--- src/hw/rtl/wrf_pkg.sv ---
// wrf_pkg: shared types and codes of the windowed event rate filter
// request structs, tracker entry layout, mode and register codes
// no dependencies
`default_nettype none

package wrf_pkg;

  localparam int CNT_W  = 31;
  localparam int TIME_W = 32;
  localparam int IDX_W  = 10;
  localparam int MODE_W = 3;
  localparam int CFG_IDX_W  = 2;
  localparam int CFG_DATA_W = 32;

  localparam logic [CNT_W-1:0] CNT_MAX = {CNT_W{1'b1}};

  // filter modes
  localparam logic [MODE_W-1:0] MODE_DETECT    = 3'd0;
  localparam logic [MODE_W-1:0] MODE_LIMIT     = 3'd1;
  localparam logic [MODE_W-1:0] MODE_THRESHOLD = 3'd2;
  localparam logic [MODE_W-1:0] MODE_BOTH      = 3'd3;
  localparam logic [MODE_W-1:0] MODE_OFF       = 3'd4;

  // configuration register indexes
  localparam logic [CFG_IDX_W-1:0] REG_FILTER_MODE    = 2'd0;
  localparam logic [CFG_IDX_W-1:0] REG_COUNT_LIMIT    = 2'd1;
  localparam logic [CFG_IDX_W-1:0] REG_WINDOW_SECONDS = 2'd2;

  // reset values of the registers
  localparam logic [MODE_W-1:0] FILTER_MODE_RESET    = MODE_LIMIT;
  localparam logic [CNT_W-1:0]  COUNT_LIMIT_RESET    = 31'd1;
  localparam logic [TIME_W-1:0] WINDOW_SECONDS_RESET = 32'd60;

  typedef struct packed {
    logic [IDX_W-1:0]  tracker_index;
    logic [TIME_W-1:0] now_seconds;
  } in_req_t;

  typedef struct packed {
    logic log_event;
    logic first_seen;
  } out_req_t;

  // one tracker table word
  typedef struct packed {
    logic              valid;
    logic [CNT_W-1:0]  cnt;
    logic [CNT_W-1:0]  prev;
    logic [TIME_W-1:0] tstart;
    logic [TIME_W-1:0] tlast;
  } entry_t;

  // verdict plus the word to write back
  typedef struct packed {
    logic   log_event;
    entry_t entry;
  } judge_res_t;

endpackage

`default_nettype wire

--- src/hw/rtl/wrf_judge.sv ---
// wrf_judge: count update and verdict for one tracker entry
// depends on wrf_pkg for entry, result and mode codes
`default_nettype none

module wrf_judge (
  input  wrf_pkg::entry_t                   src,
  input  wire logic [wrf_pkg::TIME_W-1:0]   now,
  input  wire logic [wrf_pkg::MODE_W-1:0]   filter_mode,
  input  wire logic [wrf_pkg::CNT_W-1:0]    count_limit,
  input  wire logic [wrf_pkg::TIME_W-1:0]   window_seconds,
  output wrf_pkg::judge_res_t               res
);
  import wrf_pkg::*;

  entry_t            fresh;
  entry_t            t;
  logic [TIME_W-1:0] dt;
  logic [TIME_W-1:0] dlast;
  logic              expired;
  logic              log_event;

  // starting point: a fresh entry, or the stored one with a saturating count
  always_comb begin
    fresh = '{valid: 1'b1, cnt: CNT_W'(1), prev: '0, tstart: now, tlast: now};
    if (!src.valid) begin
      t = fresh;
    end else begin
      t = src;
      if (src.cnt != CNT_MAX) begin
        t.cnt = src.cnt + CNT_W'(1);
      end
    end
  end

  assign dt      = now - t.tstart;
  assign dlast   = now - t.tlast;
  assign expired = (dt >= window_seconds);

  // mode-specific window handling and verdict
  always_comb begin
    res       = '{log_event: 1'b1, entry: t};
    log_event = 1'b1;
    case (filter_mode)
      MODE_DETECT: begin
        if (expired) begin
          res.entry.tstart = now;
          res.entry.prev   = (dlast > window_seconds) ? '0 : t.cnt - CNT_W'(1);
          res.entry.cnt    = CNT_W'(1);
        end
        res.entry.tlast = now;
        log_event = (res.entry.cnt > count_limit) || (res.entry.prev > count_limit);
      end
      MODE_LIMIT: begin
        if (expired) begin
          res.entry.tstart = now;
          res.entry.cnt    = CNT_W'(1);
        end
        log_event = (res.entry.cnt <= count_limit);
      end
      MODE_THRESHOLD: begin
        if (expired) begin
          res.entry.tstart = now;
          res.entry.cnt    = CNT_W'(1);
        end
        if (res.entry.cnt >= count_limit) begin
          res.entry.cnt    = '0;
          res.entry.tstart = now;
          log_event = 1'b1;
        end else begin
          log_event = 1'b0;
        end
      end
      MODE_BOTH: begin
        if (expired) begin
          res.entry.tstart = now;
          res.entry.cnt    = CNT_W'(1);
          log_event = 1'b0;
        end else begin
          log_event = (res.entry.cnt == count_limit);
        end
      end
      default: begin
        log_event = 1'b1;
      end
    endcase
    // a new entry is stored as created; the mode's edits stay on the copy
    if (!src.valid) begin
      res.entry = fresh;
    end
    res.log_event = log_event;
  end

endmodule

`default_nettype wire

--- config.mk ---
export PLATFORM = sky130hd
export DESIGN_NAME = wrf_judge
export DESIGN_NICKNAME = d
export VERILOG_FILES = /design/src/hw/rtl/wrf_pkg.sv /design/src/hw/rtl/wrf_judge.sv
export SDC_FILE = /design/constraint.sdc
export NUM_CORES = 1
export LEC_CHECK = 0
export ABC_AREA = 0
export BUFFER_PORTS_ARGS = -buffer_cell sky130_fd_sc_hd__buf_2
export CAP_MARGIN = 15
export CORE_MARGIN = 2
export CORE_UTILIZATION = 54
export DETAILED_ROUTE_END_ITERATION = 7
export PLACE_DENSITY = 0.86
export REMOVE_ABC_BUFFERS = 1
export SLEW_MARGIN = 20
export SYNTH_ARGS = -nofsm -noshare
export SYNTH_HDL_FRONTEND = slang
export SYNTH_SLANG_ARGS = --single-unit
--- constraint.sdc ---
create_clock -name vclk -period 12.8
set_input_delay 0.64 -clock vclk [all_inputs]
set_output_delay 0.64 -clock vclk [all_outputs]
set_load 0.01 [all_outputs]
Word level (Yosys, flattened, before mapping)
Index checks and enable logic that the tools add are counted.

$add $sub $neg: 4. $mul: 0. Div/mod/pow operators: 0. Order comparisons: 6. Equal/unequal tests: 5. Shifts and indexed selects: 0. Mux-type cells: 19. Bitwise logic cells: 0. Reduce and logical (&&, ||, !) cells: 3.

Operators by type and width (number): $mux 31 (7); $mux 94 (2); $mux 127 (1); $mux 126 (1); $pmux 31 s4 (1); $mux 32 (3); $pmux 32 s3 (1); $sub 32x32->32 (2); $gt 31x31->1 (2); $ge 32x32->1 (1); $gt 32x32->1 (1); $add 31x1->31 const B (1); $eq 31x31->1 (1); $ge 31x31->1 (1); $le 31x31->1 (1); $ne 31x31->1 const B (1); $sub 31x1->31 const B (1); $eq 3x2->1 const B (2); $pmux 1 s4 (1); $eq 3x1->1 const B (1); $logic_not 3->1 (1); $mux 1 (2); $reduce_or 2->1 (1); $logic_or 1x1->1 (1).

Register bits: 0. Bits in latches: 0. Bits in writable memories: 0. Bits in read-only memories: 0. Bits of input ports: 225. Output and inout bits: 128. Logic and storage cells: 37. Memories kept: 0.

Logic depth before layout (Yosys ltp)
Gate-level depths: netlist of the first run.

Word-level depth: 11. Gate-level depth with buffers: 46. Depth with buffers taken out: 36.

Worst setup path before layout of the first run
Ideal clock, no wire load.

Path type: input-to-output. From: in src[126] (netlist name). To: out res[43] (netlist name). Arrival: 9.825 ns. Required time: 12.160 ns. Setup slack: 2.335 ns. Stages: 44. Path buffers: 13. Cells stage by stage: clkbuf_1 clkbuf_8 clkbuf_8 clkbuf_1 clkbuf_8 clkbuf_1 clkbuf_1 clkbuf_1 nand2_1 nand2_1 ha_1 inv_1 fa_1 a211oi_1 o21ai_0 a22o_1 o21ai_0 o21ai_0 [... 8 more ...] a211o_1 clkbuf_1 buf_1 nor2_1 ha_1 and3_1 nand4_1 or2_2 or4_1 nor3_1 inv_1 a311oi_1 o21a_1 buf_2 nand2b_1 buf_2 buf_2 mux2_2.

RTL lines: start: declaration (RTL line wrf_judge.sv:6) `input wrf_pkg::entry_t src,`; end: declaration (RTL line wrf_judge.sv:11) `output wrf_pkg::judge_res_t res`.

==> results of run 1 <==
## critical path: cells and delay by family
family | cells | cell delay, ns
compound gates | 13 | 3.67
fa+ha+maj | 3 | 1.00
buf+inv | 6 | 2.19
mux | 1 | 0.39
simple gates | 10 | 1.95
## metal layers
metal | wire [um] | vias to the layer above | global-route usage (%)
met5 | 11 | - | 0
met1 | 16030 | 5827 | 43.50
met4 | 1666 | 2 | 15.53
li1 | - | 6282 | -
met2 | 17910 | 727 | 60.64
met3 | 3194 | 119 | 3.258
## kinds of logic after synthesis
family / synth area share (%)
xor gates and xnor gates: 9.181
muxes: 7.682
AOI/OAI and AO/OA: 28.53
adders and majority gates: 22.86
other: 0.03510
and+or+nand+nor: 25.05
buffers and inverters: 6.663
## final cells by class
class              instances  area [um^2]
multi-input cells       1360         9990
repair buffers           365         1862
fillers                 1787         6884
diodes                    11        27.53
inverters                 98        367.9
well taps                265        331.6
## how the worst max path moves through the flow
stage	startpoint	end	slack [ns]	cells after the start
after floorplan	src[126]	res[32]	2.88	33
after global placement	src[126]	res[46]	2.75	35
after detailed placement	src[126]	res[56]	2.52	36
after CTS	src[126]	res[56]	2.47	36
after global routing	src[126]	res[52]	1.63	35
final	src[126]	res[32]	2.21	33
## cells in the mapped netlist, types with 21 or more instances
cell / instances / area (um^2)
ha_1: 192 / 2402
nor2_1: 156 / 585.6
a21oi_1: 137 / 685.7
inv_1: 98 / 367.9
nand2_1: 83 / 311.6
xnor2_1: 78 / 683.2
o21ai_0: 67 / 335.3
mux2_2: 64 / 720.7
a21o_1: 53 / 397.9
a22o_1: 48 / 420.4
nor3_1: 46 / 230.2
nand3_1: 43 / 215.2
nand4_1: 43 / 269.0
nor2b_1: 40 / 250.2
xor2_1: 34 / 297.8
clkbuf_1: 26 / 97.59
a211oi_1: 22 / 165.2
nor4_1: 22 / 137.6
o21a_1: 21 / 157.7
## power by group through the flow
| stage | combinational, mW | clock, mW | sequential, mW |
|---|---|---|---|
| finish | 0.751 | 0.000000115 | 0 |
| global route | 0.831 | 0.0000000732 | 0 |
| CTS | 0.739 | 0 | 0 |
| detailed placement | 0.733 | 0 | 0 |
| global placement | 0.715 | 0 | 0 |
| floorplan | 0.498 | 0 | 0 |
## metrics by stage
step / setup WS, ns / instances / total power, mW / utilization [%]
after floorplan: 2.880 / 1458 / 0.4982 / -
after global placement: 2.753 / 2088 / 0.7152 / 64.46
after global routing: 1.627 / 2095 / 0.8308 / 64.58
after detailed placement: 2.518 / 2088 / 0.7331 / 64.46
after CTS: 2.468 / 2088 / 0.7385 / 64.46
final: 2.214 / 2099 / 0.7514 / 64.63
## cells in the final DEF, fill, tap and decap left out, types with 9 or more instances in the layout
master,n
xnor2_1,78
nand4_1,43
buf_2,351
or2_2,9
nand2b_1,16
a211oi_1,22
and3_1,19
ha_1,192
o211ai_1,15
a31oi_1,9
a21o_1,53
nor2b_1,40
mux2i_1,10
nand3_1,43
o21a_1,21
xor2_1,34
a21oi_1,137
nor4_1,22
buf_4,14
nand2_1,83
nor3_1,45
inv_1,98
o21bai_1,10
a22o_1,48
o21ai_0,67
and2_1,9
mux2_2,64
nor2_1,155
diode_2,11
==> impl_metrics.csv, run 1 <==
group,metric,value,unit
timing,setup_violations,0,
synthesis,synth_cell_types,86,
pwr,p_leak,6.302,nW
finish,drive_gt1_share,25.62,%
pwr,p_clk_share,0,%
global_routing,grt_pass1_vias,11920,
flow_run,drv_cap,0,
pwr,power_density,59.74,nW/um^2
pwr,p_comb_share,100.0,%
timing,fin_crit_sh,82.71,%
detailed_routing,drtIter0Drc,1068,
clock_tree,postCtsSetupBuffers,0,
finish,areaGrowthSynthToFinish,17.73,%
placed_design,hpwl,32.49,mm
clock_tree,holdBufCountCts,0,
hold_path,hold_class,"in2out",
hold_path,worstHoldEndpoint,"res[84]",
die,die_x,144.7,um
finish,seqCellArea,0,um^2
critical_path,crit_fanout,77,
critical_path,cp-end-kind,"output port",
critical_path,worst_ep_required_time,12.16,ns
timing,setup-tns-final,0,ns
timing,final-hold-violation-count,0,
global_routing,overflow,0,
placed_design,dpl-instance-area,12540,um^2
die,rows,51,
timing,finalCriticalPeriod,10.59,ns
synthesis,synth_area,10680,um^2
hold_path,hold_start,"src[84]",
outcome,status,"complete, no violations",
die,die_area,20930,um^2
finish,nNetsFinal,2244,
finish,seq_cell_count,0,
die,start_util,54.90,%
detailed_routing,dr.pass1.iters,6,
global_routing,grt_max_degree,78,
synthesis,ys_warn_count,0,
die,die_height,144.7,um
timing,timing.hold.ws,1.592,ns
hold_path,min_path_cells,3,
timing,slew_viol_final,0,
finish,clock_buffers,0,
placed_design,numPortBuffers,352,
global_routing,grt.total_usage,34.79,%
detailed_routing,drc_errors,0,
global_routing,grt_pass1_wl,59.23,mm
pwr,ir_drop,0.03231,mV
critical_path,cp.arrival,9.95,ns
timing,maxSlewHeadroom,29.02,%
synthesis,ys_seq_area_share,0,%
critical_path,critPathKind,"in2out",
finish,fin_area,12580,um^2
detailed_routing,ant_nets,0,
timing,rsz0062_at_grt,"no",
timing,worst_slew_pin_slew,1.056,ns
critical_path,cp_slowest_cell,"buf_4",
detailed_routing,via_per_inst,6.173,
timing,timing.fmax,0.09446,GHz
pwr,pwr-share-seq,0,%
clock_tree,cts.repair.resized,0,
detailed_routing,routed-via-count,12960,
pwr,power.switching,0.4301,mW
detailed_routing,routed_wl,38.81,mm
die,core-area,19460,um^2
detailed_routing,wl_per_cell,18.49,um
die,num_io_pins,353,
synthesis,synth.avg_cell_area,7.043,um^2
placed_design,gp_congestion,0.9955,
pwr,swShare,57.24,%
pwr,p_int,0.3213,mW
critical_path,cp-start-kind,"input pin",
global_routing,antenna_found_initial,8,
critical_path,max_stage_delay,0.72,ns
synthesis,synth_cells,1517,
Note: power is estimated with default switching activity, not from simulation.
==> run 2, diff against run 1 <==
==> constraint.sdc (replaced) <==
create_clock -name vclk -period 9.8
set_input_delay 0.49 -clock vclk [all_inputs]
set_output_delay 0.49 -clock vclk [all_outputs]
set_load 0.01 [all_outputs]
==> impl_metrics.csv, run 2 (synthesized netlist as in run 1, its figures left out) <==
group,metric,value,unit
clock_tree,postCtsSetupBuffers,0,
detailed_routing,drc_errors,0,
pwr,power_density,77.99,nW/um^2
timing,final-hold-violation-count,0,
finish,final_common_cell,"buf_2",
flow_run,drv_cap,0,
finish,drive_gt1_share,25.79,%
critical_path,critPathBufInv,6,
timing,timing.fmax,0.1078,GHz
placed_design,numPortBuffers,352,
critical_path,cp_slowest_cell,"a2111oi_0",
pwr,p_leak,6.321,nW
finish,nNetsFinal,2247,
global_routing,antenna_found_initial,1,
finish,fill_cells,1789,
finish,layout_common_cells,"buf_2, ha_1, nor2_1, a21oi_1, inv_1",
die,core-area,19460,um^2
critical_path,cp-end-kind,"output port",
placed_design,hpwl,32.24,mm
timing,fin_crit_sh,94.67,%
detailed_routing,routed-via-count,13120,
die,die_height,144.7,um
die,die_x,144.7,um
placed_design,gp_congestion,1.036,
global_routing,overflow,0,
detailed_routing,ant_nets,0,
critical_path,max_stage_delay,0.68,ns
global_routing,grt_max_degree,62,
die,start_util,54.90,%
timing,worst_slew_pin_slew,1.031,ns
timing,setup-tns-final,0,ns
global_routing,grt_pass1_vias,12130,
detailed_routing,via_per_inst,6.272,
timing,setup_violations,0,
finish,seqCellArea,0,um^2
pwr,ir_drop,0.03722,mV
detailed_routing,dr.pass1.iters,5,
detailed_routing,drtIter0Drc,889,
critical_path,critPathKind,"in2out",
die,num_io_pins,353,
global_routing,grt_pass1_wl,58.94,mm
die,rows,51,
finish,clock_buffers,0,
finish,areaGrowthSynthToFinish,17.86,%
detailed_routing,wl_per_cell,18.22,um
timing,rsz0062_at_grt,"no",
critical_path,worst_ep_required_time,9.31,ns
critical_path,cp-start-kind,"input pin",
detailed_routing,routed_wl,38.12,mm
hold_path,hold_class,"in2out",
timing,maxSlewHeadroom,30.68,%
finish,seq_cell_count,0,
timing,slew_viol_final,0,
critical_path,cpLargestDelayFamily,"compound AO/OA/AOI/OAI gates",
outcome,status,"complete, no violations",
critical_path,crit_fanout,34,
timing,finalCriticalPeriod,9.278,ns
critical_path,cp.arrival,8.79,ns
global_routing,grt.total_usage,34.51,%
pwr,total_power,0.9821,mW
die,die_area,20930,um^2
run 2: final timing paths:
kind / startpoint / end / slack (ns) / depth (start not counted)
setup / recovery: src[126] / res[58] / 0.52 / 33
hold / removal: src[81] / res[81] / 1.29 / 3
run 2: power breakdown:
part / switching (mW) / internal [mW] / total, mW
Clock: 0 / 0.0000000136 / 0.0000000136
Combinational: 0.560 / 0.422 / 0.982
Sequential: 0 / 0 / 0
Total: 0.560 / 0.422 / 0.982
run 2: layer usage:
layer / up-vias / part of all wire, % / global-route usage [%]
li1: 6280 / - / -
met1: 5982 / 40 / 41.78
met2: 719 / 46 / 61.36
met3: 139 / 8.6 / 4.047
met4: 0 / 4.9 / 15.13
met5: - / 0 / 0
run 2: area by class of cell:
| cell class | count | area [um^2] | share of cell area (%) |
|---|---|---|---|
| diodes | 1 | 2.502 | 0.01987 |
| inverters | 98 | 367.9 | 2.921 |
| multi-input cells | 1360 | 9995 | 79.37 |
| well taps | 265 | 331.6 | 2.633 |
| repair buffers | 368 | 1896 | 15.05 |
run 2: timing repair:
action | 4_1_cts | 5_1_grt
setup endpoints to repair | 0 | 63
resized for setup | 0 | 6
hold buffers | 0 | 0
run 2: per-stage QoR:
| stage | utilization, % | setup WS (ns) | cells | hold WS, ns | area (um^2) |
|---|---|---|---|---|---|
| after floorplan | - | 0.1804 | 1458 | 1.072 | 10340 |
| after global routing | 64.70 | 0.07699 | 2092 | 1.315 | 12590 |
| after detailed placement | 64.57 | 0.2899 | 2091 | 1.290 | 12570 |
| final | 64.70 | 0.5223 | 2092 | 1.292 | 12590 |
| after CTS | 64.57 | 0.2426 | 2091 | 1.291 | 12570 |
| after global placement | 64.57 | 0.6253 | 2091 | 1.288 | 12570 |
==> run 3, diff against run 2 <==
--- a/config.mk
+++ b/config.mk
@@ -17,3 +17,4 @@
 export SYNTH_ARGS = -nofsm -noshare
 export SYNTH_HDL_FRONTEND = slang
 export SYNTH_SLANG_ARGS = --single-unit
+export TNS_END_PERCENT = 5
==> constraint.sdc (replaced) <==
create_clock -name vclk -period 9.8
set_input_delay 1.96 -clock vclk [all_inputs]
set_output_delay 1.96 -clock vclk [all_outputs]
set_load 0.01 [all_outputs]
==> impl_metrics.csv, run 3 (synthesized netlist as in run 1, its figures left out) <==
group,metric,value,unit
detailed_routing,routed-via-count,15420,
die,die_area,20930,um^2
global_routing,grt_max_degree,62,
die,start_util,54.90,%
detailed_routing,top_layer_used,"met4",
timing,timing.fmax,0.08814,GHz
flow_run,drv_cap,0,
placed_design,hpwl,36.45,mm
hold_path,hold_start,"src[84]",
critical_path,crit_top_cell,"buf_4",
die,num_io_pins,353,
detailed_routing,drtIter0Drc,1274,
global_routing,grt.total_usage,43.24,%
outcome,violations,"negative setup slack",
finish,nNetsFinal,2559,
timing,final-hold-violation-count,0,
placed_design,dp_cells,2366,
critical_path,cp_slowest_cell,"a2111o_1",
timing,setup_violations,65,
detailed_routing,ant_nets,0,
finish,seqCellArea,0,um^2
finish,seq_cell_count,0,
finish,fin_area,15830,um^2
die,die_height,144.7,um
global_routing,antenna_found_initial,7,
finish,areaGrowthSynthToFinish,48.16,%
detailed_routing,drc_errors,0,
finish,multiInputGateArea,10450,um^2
critical_path,cp.arrival,9.39,ns
critical_path,max_stage_delay,0.46,ns
die,rows,51,
detailed_routing,dr.pass1.iters,6,
pwr,total_power,1.361,mW
detailed_routing,wl_met3,4.827,mm
die,core-area,19460,um^2
placed_design,gp_congestion,1.007,
finish,final_common_cell,"buf_2",
hold_path,hold_class,"in2out",
critical_path,worst_ep_required_time,7.84,ns
global_routing,grt_pass1_vias,14560,
pwr,p_leak,8.170,nW
global_routing,overflow,0,
timing,finalCriticalPeriod,11.35,ns
detailed_routing,wl_met2,22.65,mm
finish,fill_cells,1242,
critical_path,cp-start-kind,"input pin",
finish,drive_gt1_share,39.76,%
critical_path,cp-end-kind,"output port",
finish,layout_common_cells,"buf_2, buf_4, ha_1, nor2_1, a21oi_1",
pwr,power_density,85.98,nW/um^2
critical_path,crit_fanout,8,
timing,worst_slack,-1.546,ns
timing,maxSlewHeadroom,43.40,%
finish,clock_buffers,0,
hold_path,worstHoldEndpoint,"res[84]",
timing,rsz0062_at_grt,"yes",
placed_design,dpl-instance-area,14690,um^2
timing,slew_viol_final,0,
finish,final-instance-count-excl-fill,2413,
detailed_routing,via_per_inst,6.391,
timing,fin_crit_sh,115.8,%
placed_design,numPortBuffers,352,
timing,worst_slew_pin_slew,0.8453,ns
die,die_x,144.7,um
detailed_routing,wl_met1,17.63,mm
detailed_routing,routed_wl,49.44,mm
critical_path,critPathKind,"in2out",
pwr,ir_drop,0.06156,mV
hold_path,min_path_cells,3,
outcome,status,"finished, violations left",
global_routing,grt_pass1_wl,72.48,mm
detailed_routing,wl_per_cell,20.49,um
-- run 3: final cells by class --
cell class | count | share of cell area (%)
inverters | 98 | 2.324
repair buffers | 680 | 29.42
diodes | 10 | 0.1581
multi-input cells | 1360 | 66.00
well taps | 265 | 2.095
-- run 3: worst max-delay path, delay by kind of cell --
kind / cells / cell delay [ns]
simple gates: 9 / 1.74
buf+inv: 13 / 1.66
fa+ha+maj: 3 / 0.67
compound gates: 15 / 3.17
xor+xnor: 1 / 0.14
-- run 3: worst max path at each step --
| stage | cells after the start | from | slack (ns) | endpoint |
|---|---|---|---|---|
| 2_1_floorplan | 33 | src[126] | -2.76 | res[32] |
| 3_3_place_gp | 39 | src[126] | -1.80 | res[36] |
| 3_5_place_dp | 38 | src[126] | -2.16 | res[36] |
| 4_1_cts | 38 | src[126] | -1.38 | res[58] |
| 5_1_grt | 42 | src[126] | -1.79 | res[127] |
| 6_report | 41 | src[126] | -1.55 | res[127] |
-- run 3: what timing repair did --
action,4_1_cts,5_1_grt
hold buffers,0,0
setup buffers,24,7
endpoints found under the hold margin,0,0
gates resized for setup,104,63
setup endpoints to repair,94,95
pin swaps,32,30
cloned,5,2
-- run 3: layer usage --
metal | GRT usage (%) | vias up
met2 | 74.58 | 1133
met5 | 0 | -
met3 | 8.292 | 351
li1 | - | 6909
met4 | 32.09 | 0
met1 | 47.13 | 7028
-- run 3: through the flow --
stage	worst slack (ns)	TNS, ns	hold WS, ns	util (%)
after floorplan	-2.760	-173.27	4.012	-
after global placement	-1.803	-106.52	4.229	75.50
after detailed placement	-2.165	-135.06	4.228	75.50
after CTS	-1.384	-74.27	4.229	79.54
after global routing	-1.791	-95.71	4.248	81.28
final	-1.546	-76.61	4.230	81.33
-- run 3: where the power goes --
group | internal (mW) | leakage [nW] | switching, mW | total (mW)
sequential | 0 | 0 | 0 | 0
combinational | 0.659 | 8.17 | 0.702 | 1.36
clock | 0.000000137 | 0.0000634 | 0 | 0.000000137
